[config.mk]
export PLATFORM = sky130hd
export DESIGN_NAME = light_relay_hysteresis_controller_flat
export DESIGN_NICKNAME = d
export VERILOG_FILES = /design/src/design/lrhc_pkg.sv /design/src/design/lrhc_if.sv /design/src/design/lrhc_in_reg.sv /design/src/design/lrhc_step.sv /design/src/design/lrhc_out_reg.sv /design/src/design/light_relay_hysteresis_controller.sv /design/src/flat_wrapper.sv
export SDC_FILE = /design/constraint.sdc
export NUM_CORES = 1
export LEC_CHECK = 0
export ABC_AREA = 0
export BUFFER_PORTS_ARGS = -buffer_cell sky130_fd_sc_hd__buf_2
export CELL_PAD_IN_SITES_DETAIL_PLACEMENT = 1
export CELL_PAD_IN_SITES_GLOBAL_PLACEMENT = 1
export CORE_MARGIN = 3
export CORE_UTILIZATION = 46
export CTS_CLUSTER_SIZE = 10
export DETAILED_ROUTE_END_ITERATION = 10
export GPL_ROUTABILITY_DRIVEN = 0
export PLACE_DENSITY = 0.82
export SYNTH_ARGS = -nofsm -noshare
export SYNTH_HDL_FRONTEND = slang
export SYNTH_SLANG_ARGS = --single-unit
[constraint.sdc]
create_clock -name clk_i -period 7.1 [get_ports clk_i]
set_clock_uncertainty 0.15 [all_clocks]
set_input_delay 0.355 -clock clk_i [delete_from_list [all_inputs] [get_ports clk_i]]
set_output_delay 0.355 -clock clk_i [all_outputs]
set_load 0.02 [all_outputs]
[src/design/lrhc_pkg.sv]
// Package for the light relay hysteresis controller.
// Holds the item and result types, register indexes and reset constants.
// No dependencies; every other design file but lrhc_checker imports it.
`timescale 1ns / 1ps

package lrhc_pkg;

  // Width of a light-sensor converter reading and of both thresholds.
  localparam int SampleBits  = 12;
  localparam int HoldoffBits = 16;
  localparam int RunBits     = 2;
  localparam int CfgDataBits = 16;
  localparam int CfgIdxBits  = 2;

  // Reset values of the configuration registers.
  localparam logic [SampleBits-1:0]  HighThreshRst = SampleBits'(1200);
  localparam logic [SampleBits-1:0]  LowThreshRst  = SampleBits'(275);
  localparam logic [HoldoffBits-1:0] HoldoffRst    = HoldoffBits'(5000);

  // The relay switches once the run of qualifying samples exceeds this.
  localparam logic [RunBits-1:0] RunLimit = RunBits'(2);

  // Configuration register indexes.
  typedef enum logic [CfgIdxBits-1:0] {
    CFG_HIGH_THRESH = 2'd0,
    CFG_LOW_THRESH  = 2'd1,
    CFG_SAVE_HOLD   = 2'd2
  } cfg_idx_e;

  // One poll item.
  typedef struct packed {
    logic                  sample_valid;
    logic [SampleBits-1:0] light_sample;
    logic                  mode_press;
    logic                  light_press;
    logic                  ms_tick;
  } item_t;

  // One result item.
  typedef struct packed {
    logic relay_on;
    logic auto_mode;
    logic save_relay;
    logic save_mode;
    logic display_refresh;
  } result_t;

endpackage : lrhc_pkg

[src/design/lrhc_if.sv]
// Channel interfaces of the light relay hysteresis controller.
// A poll item channel and a result channel, each with valid and ready.
// Depends on lrhc_pkg for the sample width.
`timescale 1ns / 1ps

interface lrhc_in_if;
  import lrhc_pkg::*;

  logic                  valid;
  logic                  ready;
  logic                  sample_valid;
  logic [SampleBits-1:0] light_sample;
  logic                  mode_press;
  logic                  light_press;
  logic                  ms_tick;

  modport source (
    output valid, sample_valid, light_sample, mode_press, light_press, ms_tick,
    input  ready
  );

  modport sink (
    input  valid, sample_valid, light_sample, mode_press, light_press, ms_tick,
    output ready
  );
endinterface : lrhc_in_if

interface lrhc_out_if;
  logic valid;
  logic ready;
  logic relay_on;
  logic auto_mode;
  logic save_relay;
  logic save_mode;
  logic display_refresh;

  modport source (
    output valid, relay_on, auto_mode, save_relay, save_mode, display_refresh,
    input  ready
  );

  modport sink (
    input  valid, relay_on, auto_mode, save_relay, save_mode, display_refresh,
    output ready
  );

  modport monitor (
    input valid, ready, relay_on, auto_mode, save_relay, save_mode, display_refresh
  );
endinterface : lrhc_out_if

[src/design/lrhc_in_reg.sv]
// Input register of the light relay hysteresis controller.
// Holds one poll item until the step logic takes it; depends on lrhc_pkg.
`timescale 1ns / 1ps

module lrhc_in_reg (
  input  logic            clk_i,
  input  logic            rst_ni,
  input  logic            in_valid_i,
  output logic            in_ready_o,
  input  lrhc_pkg::item_t in_item_i,
  input  logic            step_ready_i,
  output logic            step_fire_o,
  output lrhc_pkg::item_t step_item_o
);
  import lrhc_pkg::*;

  logic  valid_q;
  item_t item_q;

  // The held item moves on whenever the result register can take its result.
  assign step_fire_o = valid_q & step_ready_i;
  assign in_ready_o  = ~valid_q | step_ready_i;
  assign step_item_o = item_q;

  always_ff @(posedge clk_i or negedge rst_ni) begin
    if (!rst_ni) begin
      valid_q <= 1'b0;
    end else if (in_ready_o) begin
      valid_q <= in_valid_i;
    end
  end

  // Payload loads on every input transfer.
  always_ff @(posedge clk_i) begin
    if (in_valid_i && in_ready_o) begin
      item_q <= in_item_i;
    end
  end

endmodule : lrhc_in_reg

[src/design/lrhc_step.sv]
// Step logic of the light relay hysteresis controller: configuration
// registers, controller state and the single-pass update. Depends on lrhc_pkg.
`timescale 1ns / 1ps

module lrhc_step (
  input  logic                                clk_i,
  input  logic                                rst_ni,
  input  logic                                cfg_we_i,
  input  logic [lrhc_pkg::CfgIdxBits-1:0]     cfg_idx_i,
  input  logic [lrhc_pkg::CfgDataBits-1:0]    cfg_wdata_i,
  input  logic                                fire_i,
  input  lrhc_pkg::item_t                     item_i,
  output lrhc_pkg::result_t                   result_o
);
  import lrhc_pkg::*;

  logic [SampleBits-1:0]  high_thresh_q;
  logic [SampleBits-1:0]  low_thresh_q;
  logic [HoldoffBits-1:0] save_hold_q;

  logic                   mode_auto_q,  mode_auto_d;
  logic                   relay_q,      relay_d;
  logic [SampleBits-1:0]  latched_q,    latched_d;
  logic                   pending_q,    pending_d;
  logic [RunBits-1:0]     run_q,        run_d;
  logic [HoldoffBits-1:0] holdoff_q,    holdoff_d;
  logic                   counts;
  result_t                res;

  // Configuration registers; the user must write them only while the block is idle, the block does not enforce it.
  always_ff @(posedge clk_i or negedge rst_ni) begin
    if (!rst_ni) begin
      high_thresh_q <= HighThreshRst;
      low_thresh_q  <= LowThreshRst;
      save_hold_q   <= HoldoffRst;
    end else if (cfg_we_i) begin
      unique case (cfg_idx_e'(cfg_idx_i))
        CFG_HIGH_THRESH: high_thresh_q <= cfg_wdata_i[SampleBits-1:0];
        CFG_LOW_THRESH:  low_thresh_q  <= cfg_wdata_i[SampleBits-1:0];
        CFG_SAVE_HOLD:   save_hold_q   <= cfg_wdata_i[HoldoffBits-1:0];
        default: ;
      endcase
    end
  end

  // One full step: latch the sample, run the mode logic, count the holdoff down.
  always_comb begin
    latched_d   = item_i.sample_valid ? item_i.light_sample : latched_q;
    pending_d   = item_i.sample_valid | pending_q;
    mode_auto_d = mode_auto_q;
    relay_d     = relay_q;
    run_d       = run_q;
    holdoff_d   = holdoff_q;
    counts      = 1'b0;
    res         = '0;

    if (item_i.mode_press) begin
      // A mode press wins over a light press and leaves the sample pending.
      mode_auto_d         = ~mode_auto_q;
      res.save_mode       = 1'b1;
      res.display_refresh = 1'b1;
    end else if (!mode_auto_q) begin
      if (item_i.light_press) begin
        relay_d             = ~relay_q;
        res.display_refresh = 1'b1;
        if (holdoff_q == '0) begin
          res.save_relay = 1'b1;
          holdoff_d      = save_hold_q;
        end
      end
    end else begin
      if (pending_d) begin
        counts = relay_q ? (latched_d > high_thresh_q) : (latched_d < low_thresh_q);
        run_d  = counts ? run_q + RunBits'(1) : '0;
        if (run_d > RunLimit) begin
          relay_d             = ~relay_q;
          res.save_relay      = 1'b1;
          res.display_refresh = 1'b1;
          run_d               = '0;
        end
      end
      pending_d = 1'b0;
    end

    if (item_i.ms_tick && holdoff_d != '0) begin
      holdoff_d = holdoff_d - HoldoffBits'(1);
    end

    res.relay_on  = relay_d;
    res.auto_mode = mode_auto_d;
  end

  assign result_o = res;

  // Controller state advances once per item.
  always_ff @(posedge clk_i or negedge rst_ni) begin
    if (!rst_ni) begin
      mode_auto_q <= 1'b1;
      relay_q     <= 1'b0;
      latched_q   <= '0;
      pending_q   <= 1'b0;
      run_q       <= '0;
      holdoff_q   <= HoldoffRst;
    end else if (fire_i) begin
      mode_auto_q <= mode_auto_d;
      relay_q     <= relay_d;
      latched_q   <= latched_d;
      pending_q   <= pending_d;
      run_q       <= run_d;
      holdoff_q   <= holdoff_d;
    end
  end

endmodule : lrhc_step

[src/design/lrhc_out_reg.sv]
// Result register of the light relay hysteresis controller.
// Holds one result until the receiver takes it; depends on lrhc_pkg.
`timescale 1ns / 1ps

module lrhc_out_reg (
  input  logic              clk_i,
  input  logic              rst_ni,
  input  logic              load_i,
  input  lrhc_pkg::result_t result_i,
  output logic              load_ready_o,
  output logic              out_valid_o,
  input  logic              out_ready_i,
  output lrhc_pkg::result_t out_result_o
);
  import lrhc_pkg::*;

  logic    valid_q;
  result_t result_q;

  // A new result may enter when the register is empty or is being drained.
  assign load_ready_o = ~valid_q | out_ready_i;
  assign out_valid_o  = valid_q;
  assign out_result_o = result_q;

  always_ff @(posedge clk_i or negedge rst_ni) begin
    if (!rst_ni) begin
      valid_q <= 1'b0;
    end else if (load_ready_o) begin
      valid_q <= load_i;
    end
  end

  always_ff @(posedge clk_i) begin
    if (load_i) begin
      result_q <= result_i;
    end
  end

endmodule : lrhc_out_reg

[src/design/light_relay_hysteresis_controller.sv]
// Top level of the light relay hysteresis controller (twilight switch).
// Depends on lrhc_pkg, lrhc_if, lrhc_in_reg, lrhc_step and lrhc_out_reg.
//
// Usage:
//   in_ch carries poll items: an optional light sample, mode and light button
//   press events and a millisecond tick. out_ch carries exactly one result per
//   poll item: relay drive, mode, the two save requests and a display refresh.
//   The cfg_* port writes the high threshold, low threshold and save holdoff;
//   writes to an unused index are dropped.
//   Path: a poll item passes through the input register, then the step logic
//   and the result register, from which its result transfers.
//   Throughput: one item per cycle while out_ch is ready, as the step logic
//   updates its state in a single pass.
//   Reset: automatic mode, relay off, no pending sample, run count zero,
//   holdoff and registers at their defaults; no result is pending.
//   Stall: while out_ch is not ready the result is held, one more item waits
//   in the input register, and in_ch.ready drops until the result transfers.
`timescale 1ns / 1ps

module light_relay_hysteresis_controller (
  input  logic                                clk_i,
  input  logic                                rst_ni,
  lrhc_in_if.sink                             in_ch,
  lrhc_out_if.source                          out_ch,
  input  logic                                cfg_we_i,
  input  logic [lrhc_pkg::CfgIdxBits-1:0]     cfg_idx_i,
  input  logic [lrhc_pkg::CfgDataBits-1:0]    cfg_wdata_i
);
  import lrhc_pkg::*;

  item_t   in_item;
  item_t   step_item;
  logic    step_fire;
  logic    step_ready;
  result_t step_result;
  result_t out_result;

  // Gather the input payload into one item.
  assign in_item.sample_valid = in_ch.sample_valid;
  assign in_item.light_sample = in_ch.light_sample;
  assign in_item.mode_press   = in_ch.mode_press;
  assign in_item.light_press  = in_ch.light_press;
  assign in_item.ms_tick      = in_ch.ms_tick;

  lrhc_in_reg u_in_reg (
    .clk_i        (clk_i),
    .rst_ni       (rst_ni),
    .in_valid_i   (in_ch.valid),
    .in_ready_o   (in_ch.ready),
    .in_item_i    (in_item),
    .step_ready_i (step_ready),
    .step_fire_o  (step_fire),
    .step_item_o  (step_item)
  );

  lrhc_step u_step (
    .clk_i       (clk_i),
    .rst_ni      (rst_ni),
    .cfg_we_i    (cfg_we_i),
    .cfg_idx_i   (cfg_idx_i),
    .cfg_wdata_i (cfg_wdata_i),
    .fire_i      (step_fire),
    .item_i      (step_item),
    .result_o    (step_result)
  );

  lrhc_out_reg u_out_reg (
    .clk_i        (clk_i),
    .rst_ni       (rst_ni),
    .load_i       (step_fire),
    .result_i     (step_result),
    .load_ready_o (step_ready),
    .out_valid_o  (out_ch.valid),
    .out_ready_i  (out_ch.ready),
    .out_result_o (out_result)
  );

  // Spread the held result onto the output channel.
  assign out_ch.relay_on        = out_result.relay_on;
  assign out_ch.auto_mode       = out_result.auto_mode;
  assign out_ch.save_relay      = out_result.save_relay;
  assign out_ch.save_mode       = out_result.save_mode;
  assign out_ch.display_refresh = out_result.display_refresh;

endmodule : light_relay_hysteresis_controller

[src/flat_wrapper.sv]
// flat-port wrapper written by rule: the top's interface ports become plain ports
module light_relay_hysteresis_controller_flat import lrhc_pkg::*;
  (clk_i, rst_ni, cfg_we_i, cfg_idx_i, cfg_wdata_i, in_ch_valid, in_ch_sample_valid, in_ch_light_sample, in_ch_mode_press, in_ch_light_press, in_ch_ms_tick, in_ch_ready, out_ch_valid, out_ch_relay_on, out_ch_auto_mode, out_ch_save_relay, out_ch_save_mode, out_ch_display_refresh, out_ch_ready);
  lrhc_in_if in_ch_i ();
  lrhc_out_if out_ch_i ();
  input  logic clk_i;
  input  logic rst_ni;
  input  logic cfg_we_i;
  input  logic [lrhc_pkg::CfgIdxBits-1:0] cfg_idx_i;
  input  logic [lrhc_pkg::CfgDataBits-1:0] cfg_wdata_i;
  input wire logic [$bits(in_ch_i.valid)-1:0] in_ch_valid;
  input wire logic [$bits(in_ch_i.sample_valid)-1:0] in_ch_sample_valid;
  input wire logic [$bits(in_ch_i.light_sample)-1:0] in_ch_light_sample;
  input wire logic [$bits(in_ch_i.mode_press)-1:0] in_ch_mode_press;
  input wire logic [$bits(in_ch_i.light_press)-1:0] in_ch_light_press;
  input wire logic [$bits(in_ch_i.ms_tick)-1:0] in_ch_ms_tick;
  output wire logic [$bits(in_ch_i.ready)-1:0] in_ch_ready;
  output wire logic [$bits(out_ch_i.valid)-1:0] out_ch_valid;
  output wire logic [$bits(out_ch_i.relay_on)-1:0] out_ch_relay_on;
  output wire logic [$bits(out_ch_i.auto_mode)-1:0] out_ch_auto_mode;
  output wire logic [$bits(out_ch_i.save_relay)-1:0] out_ch_save_relay;
  output wire logic [$bits(out_ch_i.save_mode)-1:0] out_ch_save_mode;
  output wire logic [$bits(out_ch_i.display_refresh)-1:0] out_ch_display_refresh;
  input wire logic [$bits(out_ch_i.ready)-1:0] out_ch_ready;
  assign in_ch_i.valid = in_ch_valid;
  assign in_ch_i.sample_valid = in_ch_sample_valid;
  assign in_ch_i.light_sample = in_ch_light_sample;
  assign in_ch_i.mode_press = in_ch_mode_press;
  assign in_ch_i.light_press = in_ch_light_press;
  assign in_ch_i.ms_tick = in_ch_ms_tick;
  assign in_ch_ready = in_ch_i.ready;
  assign out_ch_valid = out_ch_i.valid;
  assign out_ch_relay_on = out_ch_i.relay_on;
  assign out_ch_auto_mode = out_ch_i.auto_mode;
  assign out_ch_save_relay = out_ch_i.save_relay;
  assign out_ch_save_mode = out_ch_i.save_mode;
  assign out_ch_display_refresh = out_ch_i.display_refresh;
  assign out_ch_i.ready = out_ch_ready;
  light_relay_hysteresis_controller u_core (.clk_i(clk_i), .rst_ni(rst_ni), .in_ch(in_ch_i), .out_ch(out_ch_i), .cfg_we_i(cfg_we_i), .cfg_idx_i(cfg_idx_i), .cfg_wdata_i(cfg_wdata_i));
endmodule
==> results.py <==
metrics = {
    "run_status": {
        "outcome": "finished clean",
    },
    "synthesis": {
        "synth_nets": 531,
        "postSynth.asyncResetShare_pct": 78.13,
        "seq_area_frac_synth_pct": 49.26,
        "post-synth-top-area-fraction_pct": 27.27,
        "synth_area_um2": 5139,
        "synth_edf_count": 21,
        "avgSynthCellArea_um2": 11.03,
        "ys_ff_latch": 96,
        "synthFlopType": "dfrtp_1",
        "synth_cell_type_count": 58,
        "synth_cells": 466,
        "yosysTopAreaCell": "dfrtp_1",
        "ys_warn_count": 0,
        "yosys-top-cells-area": "dfrtp_1 (27%), edfxtp_1 (12%), mux2_2 (12%)",
    },
    "route": {
        "detail-route-antenna-nets": 0,
        "drcViolationCount": 0,
        "dr.max_layer_used": "met4",
        "via_count": 3958,
        "vias_per_cell": 5.952,
        "wl_per_cell_um": 20.35,
        "wl_mm": 13.54,
        "drtPass1Iterations": 5,
        "wl_met1_mm": 5.860,
        "drt-initial-drc-count": 241,
        "wl_met3_um": 650,
        "dr_wl_met2_mm": 6.856,
    },
    "power_and_ir_drop": {
        "p_per_area_nw_per_um2": 312.8,
        "p_total_mw": 1.829,
        "p_leak_nw": 2.387,
        "ir_drop_uv": 209.5,
    },
    "final_layout": {
        "multi_input_area_um2": 2406,
        "syn_to_final_growth_pct": 13.78,
        "fillers": 1163,
        "final_cell_area_um2": 5847,
        "layout-drive-gt1-share_pct": 27.41,
        "seq_area_um2": 2531,
        "most-common-layout-cells": "dfrtp_1 (56), mux2_2 (53), buf_2 (44)",
        "final_common_cell": "dfrtp_1",
        "n_antenna_cell": 0,
        "final_nets": 589,
        "utilization_pct": 55.15,
    },
    "worst_setup_path": {
        "r2r_start": "u_core.u_in_reg.step_item_o[2]$_DFFE_PP_",
        "worstPathCellList": "nor4_1 > nand2b_1 > nor3_4 > a21oi_1 > ha_1 > nor2b_1 > o2111a_1 > a31oi_4 > nand2_1 > o32a_1 > o31a_1",
        "crit_start": "u_core.u_in_reg.step_item_o[2]$_DFFE_PP_",
        "cp.arrival_ns": 4.32,
        "slowest_delay_ns": 0.67,
        "worstSetupPathType": "flip-flop to flip-flop",
        "cp-end-kind": "flip-flop",
        "startpoint_type": "flip-flop",
        "path_max_fanout": 17,
        "cp_slowest_cell": "nor3_4",
        "worstPathRequired_ns": 7.23,
    },
    "clock_tree": {
        "insertion_delay_ns": 0.39,
        "clk_path_buf_depth": 2,
        "cts_buffers": 9,
        "htree_levels": 3,
        "clk_pin_slew_ns": 0.10,
        "clockRootBuffer": "clkbuf_8",
        "cts.sinks": 96,
        "cts_tree": "built",
        "cts-resized-gates": 0,
    },
    "timing": {
        "hold_viol": 0,
        "fin_crit_ns": 4.190,
        "worstMarginPinSlew_ns": 1.026,
        "final.period_utilization_pct": 59.01,
        "maxSlewHeadroom_pct": 31.04,
        "setup_violations": 0,
        "slew_violations": 0,
        "rsz0062_at_grt": "false",
        "tns_ns": 0,
        "fmax_ghz": 0.2387,
        "worst_hold_slack_ns": 0.03452,
    },
    "floorplanning": {
        "rows": 37,
        "core_um2": 10600,
        "initial_core_util_pct": 48.47,
        "die_h_um": 111.7,
        "die_x_um": 111.7,
        "io_pins": 46,
        "die_area_um2": 12480,
    },
    "grt": {
        "grt_overflow": 0,
        "grt_pass1_wl_mm": 22.65,
        "grt_max_degree": 76,
        "antenna_found_initial": 0,
        "grt_pass1_vias": 4358,
        "grt_usage_pct": 22.85,
    },
    "flow_run": {
        "drv_cap": 0,
    },
    "worst_hold_path": {
        "hold_class": "input pin to flip-flop",
        "hold_start": "in_ch_valid",
    },
    "placed_design": {
        "place_hpwl_mm": 9.097,
        "placed_cell_area_um2": 5474,
        "io_buffers": 45,
    },
}
[power breakdown]
part	internal [mW]	switching [mW]	total (mW)
combinational	0.269	0.361	0.630
clock	0.166	0.212	0.378
sequential	0.703	0.118	0.821
total	1.14	0.691	1.83
[registers in the layout, indices dropped and copies added, names as in the netlist]
name	count
u_core.u_step.latched_q	12
u_core.u_in_reg.step_item_o	16
u_core.u_in_reg.valid_q	1
u_core.u_step.run_q	2
u_core.u_out_reg.out_result_o	5
u_core.u_step.low_thresh_q	12
u_core.u_step.mode_auto_q	1
u_core.u_step.pending_q	1
u_core.u_step.holdoff_q	16
u_core.u_step.high_thresh_q	12
u_core.u_step.relay_q	1
u_core.u_out_reg.out_valid_o	1
u_core.u_step.save_hold_q	16
[metrics by stage]
| step | setup WS, ns | std cells |
|---|---|---|
| after floorplan | 3.878 | 466 |
| after global placement | 3.207 | 632 |
| after detailed placement | 2.942 | 632 |
| after CTS | 2.950 | 665 |
| after global routing | 2.536 | 665 |
| final | 2.910 | 665 |
[final cells by class]
cell class | count | share of cell area, %
inverter | 33 | 2.119
multi-input combinational | 320 | 41.15
clock inverter | 7 | 1.348
tap | 136 | 2.910
sequential | 96 | 43.29
timing repair buffer | 64 | 7.062
clock buffer | 9 | 2.119
[cells in the mapped netlist, types with 3 or more instances]
master / n
inv_1: 33
buf_2: 3
mux2i_1: 5
o22ai_1: 4
a21oi_1: 18
dfrtp_1: 56
nor2_1: 27
ha_1: 26
nand3b_1: 3
o21ai_0: 30
dfstp_2: 19
and2_1: 3
a22oi_1: 5
nor3_1: 11
a211oi_1: 4
a22o_1: 3
nand2_1: 30
o31ai_1: 4
nor3b_1: 3
or3_1: 9
nor2b_1: 5
or4_1: 4
mux2_2: 53
a31oi_1: 6
o211ai_1: 7
nand4_1: 7
edfxtp_1: 21
o41ai_1: 3
nand3_1: 9
nand2b_1: 7
nor4_1: 4
clkbuf_1: 10
[critical path, delay by kind of cell (launching register included)]
family / cells / cell delay (ns)
and+or+nand+nor: 5 / 1.81
AOI/OAI and AO/OA: 5 / 1.38
adders and majority gates: 1 / 0.23
DFF: 1 / 0.52
[path summary, 6_finish.rpt]
| kind | end | slack [ns] | cells after the start |
|---|---|---|---|
| worst max-delay path | u_core.u_step.holdoff_q[15]$_DFFE_PN0P_ | 2.91 | 11 |
| worst min-delay path | u_core.u_in_reg.valid_q$_DFFE_PN0N_ | 0.03 | 2 |
| worst max register to register | u_core.u_step.holdoff_q[15]$_DFFE_PN0P_ | 2.91 | 11 |
| worst min register to register | u_core.u_step.latched_q[0]$_DFFE_PN0P_ | 0.36 | 2 |
| max in group asynchronous | u_core.u_step.high_thresh_q[9]$_DFFE_PN0P_ | 5.65 | 2 |
| min in group asynchronous | u_core.u_step.save_hold_q[13]$_DFFE_PN0P_ | 0.49 | 2 |
[logic make-up (layout without fill, tap and decap cells)]
family / after synthesis / after routing / synth area share [%]
xor+xnor: 2 / 2 / 0.3409
fa+ha+maj: 26 / 26 / 6.331
simple gates: 134 / 134 / 14.66
flops: 96 / 96 / 49.26
compound gates: 100 / 100 / 12.81
mux: 58 / 58 / 12.59
buf+inv: 50 / 113 / 4.018
[layer usage]
metal / vias to the layer above / GRT usage, %
li1: 1834 / -
met1: 1999 / 29.26
met2: 113 / 38.77
met3: 12 / 5.978
met4: 0 / 5.596
met5: - / 0
[timing repair]
action | in CTS | in global routing
setup buffers | 0 | 0
endpoints found under the hold margin | 19 | 0
hold buffers | 17 | 0
setup endpoints to repair | 0 | 0
No activity file was read; power rests on OpenSTA's default activity.
